===== config.mk =====
export PLATFORM = sky130hd
export DESIGN_NAME = trail_stamp_resampler_top
export DESIGN_NICKNAME = d
export VERILOG_FILES = /design/src/tsr_pkg.sv /design/src/tsr_front.sv /design/src/tsr_cmd_queue.sv /design/src/tsr_divider.sv /design/src/tsr_back.sv /design/src/trail_stamp_resampler_top.sv
export VERILOG_INCLUDE_DIRS = /design/src /design/src/src
export SDC_FILE = /design/constraint.sdc
export NUM_CORES = 2
export LEC_CHECK = 0
export CORE_UTILIZATION = 60
export CTS_BUF_LIST = sky130_fd_sc_hd__clkbuf_4 sky130_fd_sc_hd__clkbuf_8 sky130_fd_sc_hd__clkbuf_16
export DETAILED_ROUTE_END_ITERATION = 6
export DONT_BUFFER_PORTS = 1
export PLACE_DENSITY = 0.87
export SETUP_SLACK_MARGIN = 0.2
export SLEW_MARGIN = 5
export SYNTH_ARGS = -nofsm -noshare
export SYNTH_HDL_FRONTEND = slang
export SYNTH_SLANG_ARGS = --single-unit
export TNS_END_PERCENT = 50

===== constraint.sdc =====
create_clock -name clock -period 29.9 [get_ports clock]
set_input_delay 5.98 -clock clock [delete_from_list [all_inputs] [get_ports clock]]
set_output_delay 5.98 -clock clock [all_outputs]
set_load 0.02 [all_outputs]

===== src/trail_stamp_resampler_top_assert.svh =====
// assertion macros of the resampler, used by the back end
`ifndef TRAIL_STAMP_RESAMPLER_TOP_ASSERT_SVH
`define TRAIL_STAMP_RESAMPLER_TOP_ASSERT_SVH

// same-cycle implication, checked outside reset
`define TSR_ASSERT_IMPLY(label, clk, rst, ante, cons, msg) \
   label: assert property (@(posedge clk) disable iff (rst) (ante) |-> (cons)) \
      else $error(msg);

// next-cycle implication, checked outside reset
`define TSR_ASSERT_NEXT(label, clk, rst, ante, cons, msg) \
   label: assert property (@(posedge clk) disable iff (rst) (ante) |=> (cons)) \
      else $error(msg);

`endif


===== src/tsr_pkg.sv =====
// shared types, constants and tables of the trail stamp resampler
`default_nettype none
package tsr_pkg;

   localparam int MAX_STEPS    = 64;
   localparam int STEP_W       = 7;
   localparam int CORDIC_ITERS = 16;
   localparam int ITER_W       = 4;
   localparam int CX_W         = 28;
   localparam int CZ_W         = 21;
   localparam int ANGLE_W      = 15;
   localparam int ANGLE_LIMIT  = 12868;
   localparam int HALF_PI_Q16  = 102944;
   localparam int DIV_W        = 18;
   localparam int DEN_W        = 8;
   localparam int D2_W         = 33;
   localparam int MAG_W        = 17;

   typedef struct packed {
      logic                first;
      logic signed [15:0]  base_x;
      logic signed [15:0]  base_y;
      logic signed [16:0]  dx;
      logic signed [16:0]  dy;
      logic [D2_W-1:0]     d2;
   } cmd_type;

   typedef struct packed {
      logic               start;
      logic [DIV_W-1:0]   dividend;
      logic [DEN_W-1:0]   divisor;
   } div_req_type;

   typedef struct packed {
      logic               done;
      logic [DIV_W-1:0]   quot;
      logic [DEN_W-1:0]   rem;
   } div_rsp_type;

   // round(atan(2^-i) * 65536)
   function automatic logic [CZ_W-1:0] atan_entry(input logic [ITER_W-1:0] idx);
      logic [CZ_W-1:0] v;
      unique case (idx)
         4'd0:    v = 21'd51472;
         4'd1:    v = 21'd30386;
         4'd2:    v = 21'd16055;
         4'd3:    v = 21'd8150;
         4'd4:    v = 21'd4091;
         4'd5:    v = 21'd2047;
         4'd6:    v = 21'd1024;
         4'd7:    v = 21'd512;
         4'd8:    v = 21'd256;
         4'd9:    v = 21'd128;
         4'd10:   v = 21'd64;
         4'd11:   v = 21'd32;
         4'd12:   v = 21'd16;
         4'd13:   v = 21'd8;
         4'd14:   v = 21'd4;
         4'd15:   v = 21'd2;
         default: v = 21'd0;
      endcase
      return v;
   endfunction

endpackage
`default_nettype wire


===== src/tsr_front.sv =====
// front end: accepts positions, measures the move and classifies it
`default_nettype none
module tsr_front (
   input  wire logic                  clock,
   input  wire logic                  reset,
   input  wire logic                  req_push,
   output logic                       req_full,
   input  wire logic signed [15:0]    point_x,
   input  wire logic signed [15:0]    point_y,
   input  wire logic [15:0]           min_dist,
   input  wire logic                  q_full,
   output logic                       q_push,
   output tsr_pkg::cmd_type           q_data
);

   typedef enum logic [2:0] {F_IDLE, F_SQX, F_SQY, F_MM, F_DEC, F_PUSH} front_state_type;

   front_state_type                state_ff;
   logic                           have_prev_ff;
   logic signed [15:0]             prev_x_ff, prev_y_ff;
   logic signed [15:0]             new_x_ff, new_y_ff;
   logic signed [16:0]             dx_ff, dy_ff;
   logic [tsr_pkg::D2_W-1:0]       acc_ff;
   logic [31:0]                    sq_ff;
   logic [31:0]                    mm_ff;
   logic [16:0]                    absx_wide, absy_wide;
   logic [15:0]                    absx, absy;

   assign absx_wide = dx_ff[16] ? 17'(-dx_ff) : 17'(dx_ff);
   assign absy_wide = dy_ff[16] ? 17'(-dy_ff) : 17'(dy_ff);
   assign absx      = absx_wide[15:0];
   assign absy      = absy_wide[15:0];

   assign req_full = (state_ff != F_IDLE);
   assign q_push   = (state_ff == F_PUSH) && !q_full;

   always_comb begin
      q_data.first  = !have_prev_ff;
      q_data.base_x = have_prev_ff ? prev_x_ff : new_x_ff;
      q_data.base_y = have_prev_ff ? prev_y_ff : new_y_ff;
      q_data.dx     = dx_ff;
      q_data.dy     = dy_ff;
      q_data.d2     = acc_ff;
   end

   always_ff @(posedge clock) begin
      if (reset) begin
         state_ff     <= F_IDLE;
         have_prev_ff <= 1'b0;
         prev_x_ff    <= '0;
         prev_y_ff    <= '0;
      end else begin
         unique case (state_ff)
            F_IDLE: begin
               if (req_push) begin
                  new_x_ff <= point_x;
                  new_y_ff <= point_y;
                  dx_ff    <= 17'(point_x) - 17'(prev_x_ff);
                  dy_ff    <= 17'(point_y) - 17'(prev_y_ff);
                  state_ff <= have_prev_ff ? F_SQX : F_PUSH;
               end
            end
            F_SQX: begin
               acc_ff   <= {1'b0, 32'(absx) * 32'(absx)};
               state_ff <= F_SQY;
            end
            F_SQY: begin
               sq_ff    <= 32'(absy) * 32'(absy);
               state_ff <= F_MM;
            end
            F_MM: begin
               acc_ff   <= acc_ff + {1'b0, sq_ff};
               mm_ff    <= 32'(min_dist) * 32'(min_dist);
               state_ff <= F_DEC;
            end
            F_DEC: begin
               // shorter than the spacing: dropped, stored point kept
               state_ff <= (acc_ff < {1'b0, mm_ff}) ? F_IDLE : F_PUSH;
            end
            F_PUSH: begin
               if (!q_full) begin
                  prev_x_ff    <= new_x_ff;
                  prev_y_ff    <= new_y_ff;
                  have_prev_ff <= 1'b1;
                  state_ff     <= F_IDLE;
               end
            end
            default: state_ff <= F_IDLE;
         endcase
      end
   end

endmodule
`default_nettype wire


===== src/tsr_cmd_queue.sv =====
// two-entry command queue between front and back
`default_nettype none
module tsr_cmd_queue (
   input  wire logic              clock,
   input  wire logic              reset,
   input  wire logic              push,
   input  wire tsr_pkg::cmd_type  push_data,
   output logic                   full,
   input  wire logic              pop,
   output tsr_pkg::cmd_type       pop_data,
   output logic                   empty
);

   tsr_pkg::cmd_type  slot_ff [2];
   logic              wr_ptr_ff, rd_ptr_ff;
   logic [1:0]        count_ff;
   logic              do_push, do_pop;

   assign full     = (count_ff == 2'd2);
   assign empty    = (count_ff == 2'd0);
   assign do_push  = push && !full;
   assign do_pop   = pop && !empty;
   assign pop_data = slot_ff[rd_ptr_ff];

   always_ff @(posedge clock) begin
      if (do_push) begin
         slot_ff[wr_ptr_ff] <= push_data;
      end
   end

   always_ff @(posedge clock) begin
      if (reset) begin
         wr_ptr_ff <= 1'b0;
         rd_ptr_ff <= 1'b0;
         count_ff  <= 2'd0;
      end else begin
         if (do_push) begin
            wr_ptr_ff <= !wr_ptr_ff;
         end
         if (do_pop) begin
            rd_ptr_ff <= !rd_ptr_ff;
         end
         count_ff <= count_ff + 2'(do_push) - 2'(do_pop);
      end
   end

endmodule
`default_nettype wire


===== src/tsr_divider.sv =====
// restoring divider, one quotient bit per cycle
`default_nettype none
module tsr_divider (
   input  wire logic                  clock,
   input  wire logic                  reset,
   input  wire tsr_pkg::div_req_type  req,
   output tsr_pkg::div_rsp_type       rsp
);

   logic                          busy_ff, done_ff;
   logic [4:0]                    cnt_ff;
   logic [tsr_pkg::DIV_W-1:0]     num_ff;
   logic [tsr_pkg::DEN_W-1:0]     rem_ff, den_ff;
   logic [tsr_pkg::DEN_W:0]       trial, diff;
   logic                          fits;

   assign trial = {rem_ff, num_ff[tsr_pkg::DIV_W-1]};
   assign fits  = (trial >= {1'b0, den_ff});
   assign diff  = trial - {1'b0, den_ff};

   assign rsp.done = done_ff;
   assign rsp.quot = num_ff;
   assign rsp.rem  = rem_ff;

   always_ff @(posedge clock) begin
      if (reset) begin
         busy_ff <= 1'b0;
         done_ff <= 1'b0;
         cnt_ff  <= '0;
      end else begin
         done_ff <= 1'b0;
         if (req.start) begin
            busy_ff <= 1'b1;
            cnt_ff  <= 5'(tsr_pkg::DIV_W - 1);
            num_ff  <= req.dividend;
            den_ff  <= req.divisor;
            rem_ff  <= '0;
         end else if (busy_ff) begin
            rem_ff <= fits ? diff[tsr_pkg::DEN_W-1:0] : trial[tsr_pkg::DEN_W-1:0];
            num_ff <= {num_ff[tsr_pkg::DIV_W-2:0], fits};
            cnt_ff <= cnt_ff - 5'd1;
            if (cnt_ff == 5'd0) begin
               busy_ff <= 1'b0;
               done_ff <= 1'b1;
            end
         end
      end
   end

endmodule
`default_nettype wire


===== src/tsr_back.sv =====
// back end: step count, travel angle and stamp emission
`default_nettype none
`include "trail_stamp_resampler_top_assert.svh"
module tsr_back (
   input  wire logic                  clock,
   input  wire logic                  reset,
   input  wire logic [15:0]           min_dist,
   input  wire logic                  q_empty,
   output logic                       q_pop,
   input  wire tsr_pkg::cmd_type      q_data,
   input  wire logic                  rsp_pop,
   output logic                       rsp_empty,
   output logic signed [15:0]         stamp_x,
   output logic signed [15:0]         stamp_y,
   output logic signed [14:0]         stamp_angle,
   output logic                       last_of_run
);

   typedef enum logic [3:0] {
      B_IDLE, B_FIRST, B_MUL1, B_MUL2, B_CMP, B_CORD,
      B_DIVX, B_WAITX, B_DIVY, B_WAITY, B_EMIT
   } back_state_type;

   localparam int CX = tsr_pkg::CX_W;
   localparam int CZ = tsr_pkg::CZ_W;
   localparam int SW = tsr_pkg::STEP_W;
   localparam int MW = tsr_pkg::MAG_W;
   localparam int DW = tsr_pkg::DEN_W;

   back_state_type               state_ff;
   tsr_pkg::cmd_type             cmd_ff;
   logic [SW-1:0]                s_ff, i_ff;
   logic [2:0]                   bit_ff;
   logic [22:0]                  prod_ff;
   logic [45:0]                  sq_ff;
   logic signed [CX-1:0]         cx_ff, cy_ff;
   logic signed [CZ-1:0]         cz_ff;
   logic [tsr_pkg::ITER_W-1:0]   iter_ff;
   logic signed [14:0]           angle_ff;
   logic [MW-1:0]                qx_ff, qy_ff, qax_ff, qay_ff;
   logic [DW-1:0]                rx_ff, ry_ff, rax_ff, ray_ff;
   logic                         out_valid_ff;
   logic signed [15:0]           out_x_ff, out_y_ff;
   logic signed [14:0]           out_a_ff;
   logic                         out_last_ff;

   tsr_pkg::div_req_type         div_req;
   tsr_pkg::div_rsp_type         div_rsp;

   logic                         load_ok;
   logic                         out_load;
   logic [SW-1:0]                cand;
   logic [DW-1:0]                two_s;
   logic [MW-1:0]                absx, absy;
   logic signed [CX-1:0]         x0, y0, xs, ys;
   logic signed [CZ-1:0]         z_step;
   logic signed [CZ:0]           z_round;
   logic signed [CZ-4:0]         z_q12;
   logic signed [14:0]           angle_next;
   logic [DW:0]                  sum_x, sum_y;
   logic [MW-1:0]                qx_next, qy_next;
   logic [DW-1:0]                rx_next, ry_next;
   logic signed [17:0]           off_x, off_y, pos_x, pos_y;

   tsr_divider u_div (.clock(clock), .reset(reset), .req(div_req), .rsp(div_rsp));

   assign load_ok   = !out_valid_ff || rsp_pop;
   assign out_load  = ((state_ff == B_FIRST) || (state_ff == B_EMIT)) && load_ok;
   assign q_pop     = (state_ff == B_IDLE) && !q_empty;
   assign rsp_empty = !out_valid_ff;
   assign stamp_x     = out_x_ff;
   assign stamp_y     = out_y_ff;
   assign stamp_angle = out_a_ff;
   assign last_of_run = out_last_ff;

   assign cand  = s_ff | SW'(1 << bit_ff);
   assign two_s = {s_ff, 1'b0};
   assign absx  = cmd_ff.dx[16] ? MW'(-cmd_ff.dx) : MW'(cmd_ff.dx);
   assign absy  = cmd_ff.dy[16] ? MW'(-cmd_ff.dy) : MW'(cmd_ff.dy);

   // cordic operands scaled by 256
   assign x0 = CX'(cmd_ff.dx) <<< 8;
   assign y0 = CX'(cmd_ff.dy) <<< 8;
   assign xs = cx_ff >>> iter_ff;
   assign ys = cy_ff >>> iter_ff;
   assign z_step = CZ'(tsr_pkg::atan_entry(iter_ff));

   // final angle, rounded to q3.12 and clamped
   assign z_round = (CZ+1)'(cz_ff) + (CZ+1)'(8);
   assign z_q12   = z_round[CZ:4];
   always_comb begin
      if (z_q12 > (CZ-3)'(tsr_pkg::ANGLE_LIMIT)) begin
         angle_next = 15'(tsr_pkg::ANGLE_LIMIT);
      end else if (z_q12 < -(CZ-3)'(tsr_pkg::ANGLE_LIMIT)) begin
         angle_next = -15'(tsr_pkg::ANGLE_LIMIT);
      end else begin
         angle_next = z_q12[14:0];
      end
   end

   // incremental quotient of (2|d|i + s) / 2s
   always_comb begin
      sum_x = {1'b0, rx_ff} + {1'b0, rax_ff};
      sum_y = {1'b0, ry_ff} + {1'b0, ray_ff};
      if (sum_x >= {1'b0, two_s}) begin
         rx_next = DW'(sum_x - {1'b0, two_s});
         qx_next = qx_ff + qax_ff + MW'(1);
      end else begin
         rx_next = sum_x[DW-1:0];
         qx_next = qx_ff + qax_ff;
      end
      if (sum_y >= {1'b0, two_s}) begin
         ry_next = DW'(sum_y - {1'b0, two_s});
         qy_next = qy_ff + qay_ff + MW'(1);
      end else begin
         ry_next = sum_y[DW-1:0];
         qy_next = qy_ff + qay_ff;
      end
      off_x = cmd_ff.dx[16] ? -18'(qx_next) : 18'(qx_next);
      off_y = cmd_ff.dy[16] ? -18'(qy_next) : 18'(qy_next);
      pos_x = 18'(cmd_ff.base_x) + off_x;
      pos_y = 18'(cmd_ff.base_y) + off_y;
   end

   always_comb begin
      div_req.start    = (state_ff == B_DIVX) || (state_ff == B_DIVY);
      div_req.dividend = (state_ff == B_DIVY) ? {absy, 1'b0} : {absx, 1'b0};
      div_req.divisor  = two_s;
   end

   always_ff @(posedge clock) begin
      if (reset) begin
         state_ff     <= B_IDLE;
         out_valid_ff <= 1'b0;
      end else begin
         if (out_load) begin
            out_valid_ff <= 1'b1;
         end else if (rsp_pop && out_valid_ff) begin
            out_valid_ff <= 1'b0;
         end
         unique case (state_ff)
            B_IDLE: begin
               if (!q_empty) begin
                  cmd_ff   <= q_data;
                  s_ff     <= '0;
                  bit_ff   <= 3'(SW - 1);
                  state_ff <= q_data.first ? B_FIRST : B_MUL1;
               end
            end
            B_FIRST: begin
               if (load_ok) begin
                  out_x_ff     <= cmd_ff.base_x;
                  out_y_ff     <= cmd_ff.base_y;
                  out_a_ff     <= '0;
                  out_last_ff  <= 1'b1;
                  state_ff     <= B_IDLE;
               end
            end
            B_MUL1: begin
               prod_ff  <= 23'(cand) * 23'(min_dist);
               state_ff <= B_MUL2;
            end
            B_MUL2: begin
               sq_ff    <= 46'(prod_ff) * 46'(prod_ff);
               state_ff <= B_CMP;
            end
            B_CMP: begin
               if (cand <= SW'(tsr_pkg::MAX_STEPS) && sq_ff <= 46'(cmd_ff.d2)) begin
                  s_ff <= cand;
               end
               if (bit_ff == 3'd0) begin
                  // quarter-turn into the right half plane
                  if (x0 < 0) begin
                     if (y0 >= 0) begin
                        cx_ff <= y0;
                        cy_ff <= -x0;
                        cz_ff <= CZ'(tsr_pkg::HALF_PI_Q16);
                     end else begin
                        cx_ff <= -y0;
                        cy_ff <= x0;
                        cz_ff <= -CZ'(tsr_pkg::HALF_PI_Q16);
                     end
                  end else begin
                     cx_ff <= x0;
                     cy_ff <= y0;
                     cz_ff <= '0;
                  end
                  iter_ff  <= '0;
                  state_ff <= B_CORD;
               end else begin
                  bit_ff   <= bit_ff - 3'd1;
                  state_ff <= B_MUL1;
               end
            end
            B_CORD: begin
               if (cy_ff > 0) begin
                  cx_ff <= cx_ff + ys;
                  cy_ff <= cy_ff - xs;
                  cz_ff <= cz_ff + z_step;
               end else if (cy_ff < 0) begin
                  cx_ff <= cx_ff - ys;
                  cy_ff <= cy_ff + xs;
                  cz_ff <= cz_ff - z_step;
               end
               iter_ff <= iter_ff + tsr_pkg::ITER_W'(1);
               if (iter_ff == tsr_pkg::ITER_W'(tsr_pkg::CORDIC_ITERS - 1)) begin
                  state_ff <= B_DIVX;
               end
            end
            B_DIVX: begin
               angle_ff <= angle_next;
               state_ff <= B_WAITX;
            end
            B_WAITX: begin
               if (div_rsp.done) begin
                  qax_ff   <= div_rsp.quot[MW-1:0];
                  rax_ff   <= div_rsp.rem;
                  state_ff <= B_DIVY;
               end
            end
            B_DIVY: begin
               state_ff <= B_WAITY;
            end
            B_WAITY: begin
               if (div_rsp.done) begin
                  qay_ff   <= div_rsp.quot[MW-1:0];
                  ray_ff   <= div_rsp.rem;
                  qx_ff    <= '0;
                  qy_ff    <= '0;
                  rx_ff    <= DW'(s_ff);
                  ry_ff    <= DW'(s_ff);
                  i_ff     <= SW'(1);
                  state_ff <= B_EMIT;
               end
            end
            B_EMIT: begin
               if (load_ok) begin
                  out_x_ff     <= pos_x[15:0];
                  out_y_ff     <= pos_y[15:0];
                  out_a_ff     <= angle_ff;
                  out_last_ff  <= (i_ff == s_ff);
                  qx_ff        <= qx_next;
                  qy_ff        <= qy_next;
                  rx_ff        <= rx_next;
                  ry_ff        <= ry_next;
                  i_ff         <= i_ff + SW'(1);
                  if (i_ff == s_ff) begin
                     state_ff <= B_IDLE;
                  end
               end
            end
            default: state_ff <= B_IDLE;
         endcase
      end
   end

   `TSR_ASSERT_IMPLY(a_emit_range, clock, reset, state_ff == B_EMIT,
      i_ff >= SW'(1) && i_ff <= s_ff && s_ff <= SW'(tsr_pkg::MAX_STEPS), "stamp index out of range")
   `TSR_ASSERT_IMPLY(a_rem_bound, clock, reset, state_ff == B_EMIT,
      rx_ff < two_s && ry_ff < two_s, "interpolation remainder not below divisor")
   `TSR_ASSERT_NEXT(a_run_end, clock, reset, state_ff == B_EMIT && load_ok && i_ff == s_ff,
      state_ff == B_IDLE && out_valid_ff && out_last_ff, "final stamp not marked")

endmodule
`default_nettype wire


===== src/trail_stamp_resampler_top.sv =====
// top level of the trail stamp resampler
// usage:
//  - requests (positions) enter on req_push/req_full; one is taken when req_push is
//    high and req_full is low. the front measures the move in F_SQX, F_SQY, F_MM and F_DEC
//  - results leave like a queue: rsp_empty low means a stamp waits on rsp_*,
//    rsp_pop takes it. stamps of one request leave in order, last_of_run marks the final
//  - csr_valid/csr_ready writes min_distance (reset 160); zero acts as one.
//    write only while the block is idle; csr_ready is always high
//  - a move passes the front states, then a step-count search (7 bits, states
//    B_MUL1, B_MUL2 and B_CMP for each bit), 16 cordic iterations and two divisions;
//    then its stamps follow one per cycle while the receiver takes them; the very
//    first point skips the search and leaves through B_FIRST
//  - the front takes a request only after the last one is pushed or dropped, and it
//    pushes while the command queue has room; the back starts a move after the last ends
//  - if the receiver stalls, the stamp holds in the output register and the back
//    pauses; the front keeps accepting until the command queue fills
//  - reset clears the stored point, the queues and the csr to 160
`default_nettype none
module trail_stamp_resampler_top (
   input  wire logic                  clock,
   input  wire logic                  reset,
   input  wire logic                  req_push,
   output logic                       req_full,
   input  wire logic signed [15:0]    req_point_x,
   input  wire logic signed [15:0]    req_point_y,
   output logic                       rsp_empty,
   input  wire logic                  rsp_pop,
   output logic signed [15:0]         rsp_stamp_x,
   output logic signed [15:0]         rsp_stamp_y,
   output logic signed [14:0]         rsp_stamp_angle,
   output logic                       rsp_last_of_run,
   input  wire logic                  csr_valid,
   output logic                       csr_ready,
   input  wire logic [15:0]           csr_min_distance
);

   logic [15:0]        min_distance_ff;
   logic [15:0]        eff_dist;
   tsr_pkg::cmd_type   push_cmd, pop_cmd;
   logic               q_push, q_full, q_pop, q_empty;

   // spacing register
   assign csr_ready = 1'b1;
   always_ff @(posedge clock) begin
      if (reset) begin
         min_distance_ff <= 16'd160;
      end else if (csr_valid && csr_ready) begin
         min_distance_ff <= csr_min_distance;
      end
   end

   // a zero spacing behaves like the smallest spacing
   assign eff_dist = (min_distance_ff == '0) ? 16'd1 : min_distance_ff;

   tsr_front u_front (
      .clock    (clock),
      .reset    (reset),
      .req_push (req_push),
      .req_full (req_full),
      .point_x  (req_point_x),
      .point_y  (req_point_y),
      .min_dist (eff_dist),
      .q_full   (q_full),
      .q_push   (q_push),
      .q_data   (push_cmd)
   );

   tsr_cmd_queue u_queue (
      .clock     (clock),
      .reset     (reset),
      .push      (q_push),
      .push_data (push_cmd),
      .full      (q_full),
      .pop       (q_pop),
      .pop_data  (pop_cmd),
      .empty     (q_empty)
   );

   tsr_back u_back (
      .clock       (clock),
      .reset       (reset),
      .min_dist    (eff_dist),
      .q_empty     (q_empty),
      .q_pop       (q_pop),
      .q_data      (pop_cmd),
      .rsp_pop     (rsp_pop),
      .rsp_empty   (rsp_empty),
      .stamp_x     (rsp_stamp_x),
      .stamp_y     (rsp_stamp_y),
      .stamp_angle (rsp_stamp_angle),
      .last_of_run (rsp_last_of_run)
   );

endmodule
`default_nettype wire

Word-level counts from Yosys, hierarchy flattened --
Memory sizes are Yosys's and may differ from the RTL's. A register that Yosys moved wholly into a read port is not among the register bits. Cells that the tools add are included.
Storage, ports and cells: register bits after elaboration 693, output and inout bits 51, memories kept 2, logic and storage cells 298, ROM bits 256, input port bits 53, RAM bits 200
Operators by class: reductions and logical operators 54, muxes and demuxes 99, magnitude comparators 12, shift operators 3, bitwise logic cells 5, $mul 5, equal/unequal tests 31, add/subtract/negate cells 35
Memory list:
- (no name shown) | words 16, width 16, rd ports 1, clocked after Yosys merged registers in 1, write ports 0, line tsr_pkg.sv:43 | unique case (idx)
- u_queue.slot_ff | words 2, width 100, rd ports 1, clocked after Yosys merged registers in 1, write ports 1, line tsr_cmd_queue.sv:14 | tsr_pkg::cmd_type slot_ff [2];
Operators by type and width (count):
- $mux W28 | 10
- $mux W16 | 11
- $mux W17 | 7
- $pmux W28 S2 | 2
- $mux W21 | 5
- $mul A16 B16 Y32 | 3
- $pmux W17 S2 | 2
- $pmux W33 S2 | 1
- $neg A16 Y16 | 4
- $pmux W16 S2 | 2
- $add A28 B28 Y28 | 2
- $mux W8 | 7
- $neg A25 Y28 | 2
- $sshr A28 B4 Y28 | 2
- $sub A28 B28 Y28 | 2
- $mux W18 | 3
- $le A46 B33 Y1 | 1
- $mul A23 B23 Y46 | 1
- $mux W15 | 3
- $pmux W4 S11 | 1
- $pmux W21 S2 | 1
- $mux W4 | 9
- $add A17 B1 Y17 const B | 2
- $add A17 B17 Y17 | 2
- other kinds (68) | 159

Logic depth before layout (Yosys ltp) --
depth after elaboration 8, mapped depth 35, mapped depth without buffers 34

Hierarchy --
A second synthesis with hierarchy kept.
Unflattened totals: cell total of the unflattened synthesis 9236, area, all modules 92743.9 µm²
By module, submodules not included:
- tsr_back | area an instance 49919.1 µm², seq. area each 13152.6 µm², cells an instance 5151, times used 1
- tsr_front | area an instance 32541.2 µm², seq. area each 5555.3 µm², cells an instance 3501, times used 1
- tsr_cmd_queue | area an instance 7445.9 µm², seq. area each 6105.9 µm², cells an instance 338, times used 1
- tsr_divider | area an instance 2152.1 µm², seq. area each 1161.1 µm², cells an instance 172, times used 1
- trail_stamp_resampler_top | area an instance 685.7 µm², seq. area each 320.3 µm², cells an instance 74, times used 1

Least setup slack after synthesis --
Ideal clock, no wire load.
path type in2reg, start input reset, end register u_back.cmd_ff[0] (netlist name) (enable), buffers on the path 2, arrival 15.809 ns, path slack 13.291 ns, library setup time 0.800 ns, stages 3, cell sequence clkbuf_1 > clkbuf_1 > nor4_1
On the way: longest elaborated chain between the ends 2
RTL lines:
- start: declaration | line trail_stamp_resampler_top.sv:21 | input wire logic reset,
- $not A1 Y1 (no line)
- $reduce_and A3 Y1 (no line)
- end signal: assignment | line tsr_back.sv:144 | cmd_ff <= q_data;
- end: declaration | line tsr_back.sv:31 | tsr_pkg::cmd_type cmd_ff;
No other way between the ends. A chain may end at the register's enable or synchronous reset.

Worst setup path in the final report --
start register u_front.dy_ff[0], end register u_front.sq_ff[28] (data pin)
On the way: longest elaborated chain between the ends 3
RTL lines:
- start: declaration | line tsr_front.sv:22 | logic signed [16:0] dx_ff, dy_ff;
- start signal: assignment | line tsr_front.sv:59 | dy_ff <= 17'(point_y) - 17'(prev_y_ff);
- $neg A16 Y16 | line tsr_front.sv:30 | assign absy_wide = dy_ff[16] ? 17'(-dy_ff) : 17'(dy_ff);
- $mux W16 * | line tsr_front.sv:30
- $mul A16 B16 Y32 * | line tsr_front.sv:68 | sq_ff <= 32'(absy) * 32'(absy);
- end signal: assignment | line tsr_front.sv:68
- end: declaration | line tsr_front.sv:24 | logic [31:0] sq_ff;
Every way passes the cells marked *; elsewhere a longest branch is shown, timed or not.

==> flow_metrics.tcl <==
set metrics [dict create \
    grt.total_usage_pct 30.6 \
    yosysWarnings 0 \
    synth_top_area_share_pct 26.9 \
    status "finished, final reports clean" \
    cts.sinks 903 \
    port_buffers 0 \
    core-area_mm2 0.150 \
    crit_top_cell "fa_1" \
    drive_above_1_share_pct 5.91 \
    setup_viol 0 \
    clock_latency_ps 740 \
    slew_violations 0 \
    cp-start-kind "flip-flop" \
    max_freq_mhz 98.1 \
    synth_top_flop_cell "edfxtp_1" \
    ctsHtreeMaxLevel 3 \
    ys_ff_latch 903 \
    fin_setup_tns_ps 0 \
    syn2layout_area_growth_pct 6.13 \
    required_ps 30340 \
    async_flop_share_pct 0 \
    synth_edf_count 818 \
    cp_max_fo 18 \
    ys_types 106 \
    vias 67400 \
    synthSimpleGateAreaFrac_pct 11.8 \
    overflow 0 \
    cts_inserted_buffers 98 \
    synthMuxAreaShare_pct 3.86 \
    synth_compound_area_share_pct 9.58 \
    antenna_left 0 \
    cts_tree "yes" \
    holdBufCountCts 0 \
    finClkSkew_ps 67.9 \
    maxCapViolCount 0 \
    drt_pass1_iterations 7 \
    cts_resized 0 \
    seqCellArea_mm2 0.0263 \
    synth_top_area_cell "edfxtp_1" \
    layout_min_cycle_time_ps 10200 \
    multi_input_comb_area_mm2 0.0578 \
    hold_viol 0 \
    wl_per_cell_um 20.8 \
    finalCritPeriodShare_pct 34.1 \
    max_stage_delay_ps 700 \
    yosys.area_share.adder_pct 32.4 \
    worst_slew_pin_slew_ps 1250 \
    synth_top_family_by_area "adder cells" \
    synth_area_per_cell_um2 9.93 \
    antenna_found_initial 14 \
    postCtsSetupBuffers 0 \
    root_buffer "clkbuf_16" \
    synthMostInstantiatedCell "inv_1" \
    die_area_mm2 0.154 \
    path_class "reg2reg" \
    min-delay-start "u_front.prev_x_ff[5]" \
    rsz0062_at_grt "no" \
    nets 10900 \
    final_cell_area_mm2 0.0970 \
    cts.reportedPaths.clkPinSlew_ps 70 \
    drt_iter0_markers 6774 \
    grt_max_degree 90 \
    viasPerCell 6.01 \
    grt_pass1_vias 69600 \
    post-dp-hpwl_mm 177 \
    end_kind "flip-flop" \
    synth_nets 11000 \
    slew_headroom_pct 14.8 \
    grt_pass1_wl_mm 370 \
    placed_area_mm2 0.0934 \
    cts_buffer_depth 3 \
    nFillCells 11100 \
    synth_commonest_cells "inv_1, fa_1, nand2_1" \
    start_util_pct 60.7 \
    ys_seq_area_share_pct 28.7 \
    dieHeight_um 392 \
    rows 142 \
    die_x_um 392 \
    arrival_ps 10640 \
    wirelength_mm 233 \
    yosys-top-cells-area "edfxtp_1, fa_1, ha_1" \
    r2r-start "u_front.dy_ff[0]" \
    gp_congestion 0.967 \
    io_pins 104 \
    syn_inst 9203 \
    synth-xor-area-share_pct 5.49 \
    worstSetupStartpoint "u_front.dy_ff[0]" \
    hp-class "reg2reg" \
    syn_area_mm2 0.0914 \
    drc_errors 0 \
    slowest_stage "xor2_1" \
]
[per-stage QoR]
stage	hold WS (ps)	cells	utilization, %	setup WS (ps)
finish	470	11200	64.4	19700
global route	485	11200	64.4	19210
CTS	468	11200	64.4	19950
detailed placement	457	11000	62.1	20010
global placement	450	11000	62.1	20490
floorplan	439	9203	-	13290
[worst paths after layout]
path | end | slack (ps) | depth (start not counted)
worst max register to register | u_front.sq_ff[28] | 19700 | 32
worst min register to register | u_front.prev_x_ff[5] | 470 | 2
worst min-delay path | u_front.prev_x_ff[5] | 470 | 2
worst max-delay path | u_front.sq_ff[28] | 19700 | 32
[logic make-up (layout without fill, tap and decap cells)]
logic type                 Yosys count  count (layout)
other                                1               8
buffers and inverters             1932            1910
DFF                                903             903
adders and majority gates         1787            1787
and+or+nand+nor                   2329            2329
muxes                              269             269
xor gates and xnor gates           572             572
AOI/OAI and AO/OA                 1410            1410
[cells in the final DEF (no fill, tap or decap), types with 15 or more instances in the layout]
cell type,instances
buf_4,89
mux2_2,145
nor3_1,108
nand4_1,44
nand2b_1,61
fa_1,966
nor2_1,559
a21oi_1,413
o31ai_1,38
or2_2,22
o22ai_1,15
a21boi_0,22
o211ai_1,54
inv_1,1617
a21o_1,153
mux4_2,52
nand2_1,913
dfxtp_1,83
xor2_1,217
or4_1,17
and2_1,234
clkbuf_16,100
o21ai_0,377
a31oi_1,49
nand3_1,88
o21bai_1,61
o21a_1,41
nor2b_1,75
xnor2_1,354
a211oi_1,42
nor4_1,29
ha_1,821
and3_1,46
edfxtp_1,818
clkinv_1,28
mux2i_1,71
or3_1,51
[routing by layer]
layer | share of wire [%] | track usage (%)
met1 | 39 | 40.5
met2 | 47 | 49.9
met5 | 0.047 | 0
met4 | 3.9 | 11.1
met3 | 9.7 | 6.34
[worst max-delay path: cells and delay by family (launching register included)]
kind	cells	cell delay, ps
adder cells (fa/ha/maj)	8	3890
AO/OA/AOI/OAI	9	2480
buffers and inverters	7	1420
AND/OR/NAND/NOR	6	860
XOR/XNOR	2	790
flip-flops	1	480
[registers in the layout, summed over array words and instances (netlist names), 17 cells and up, named ones only]
register,count
u_front.sq_ff,31
u_front.acc_ff,33
u_front.mm_ff,31
u_front.dy_ff,17
u_back.prod_ff,23
u_back.cz_ff,21
u_back.u_div.num_ff,18
u_back.sq_ff,45
u_front.dx_ff,17
u_back.cx_ff,28
u_back.cy_ff,28
u_back.cmd_ff,99
u_queue.slot_ff,200
[layout make-up]
type | count | area share [%]
inverters | 1636 | 6.33
flip-flops and latches | 903 | 27.1
diodes | 7 | 0.0181
clock buffers | 122 | 2.82
clock inverters | 63 | 0.815
repair buffers | 89 | 0.689
multi-input cells | 6368 | 59.6
well taps | 2016 | 2.60
Power is not shown: default switching activity piles up to over one toggle a cycle in this logic, so the estimate is an artifact.
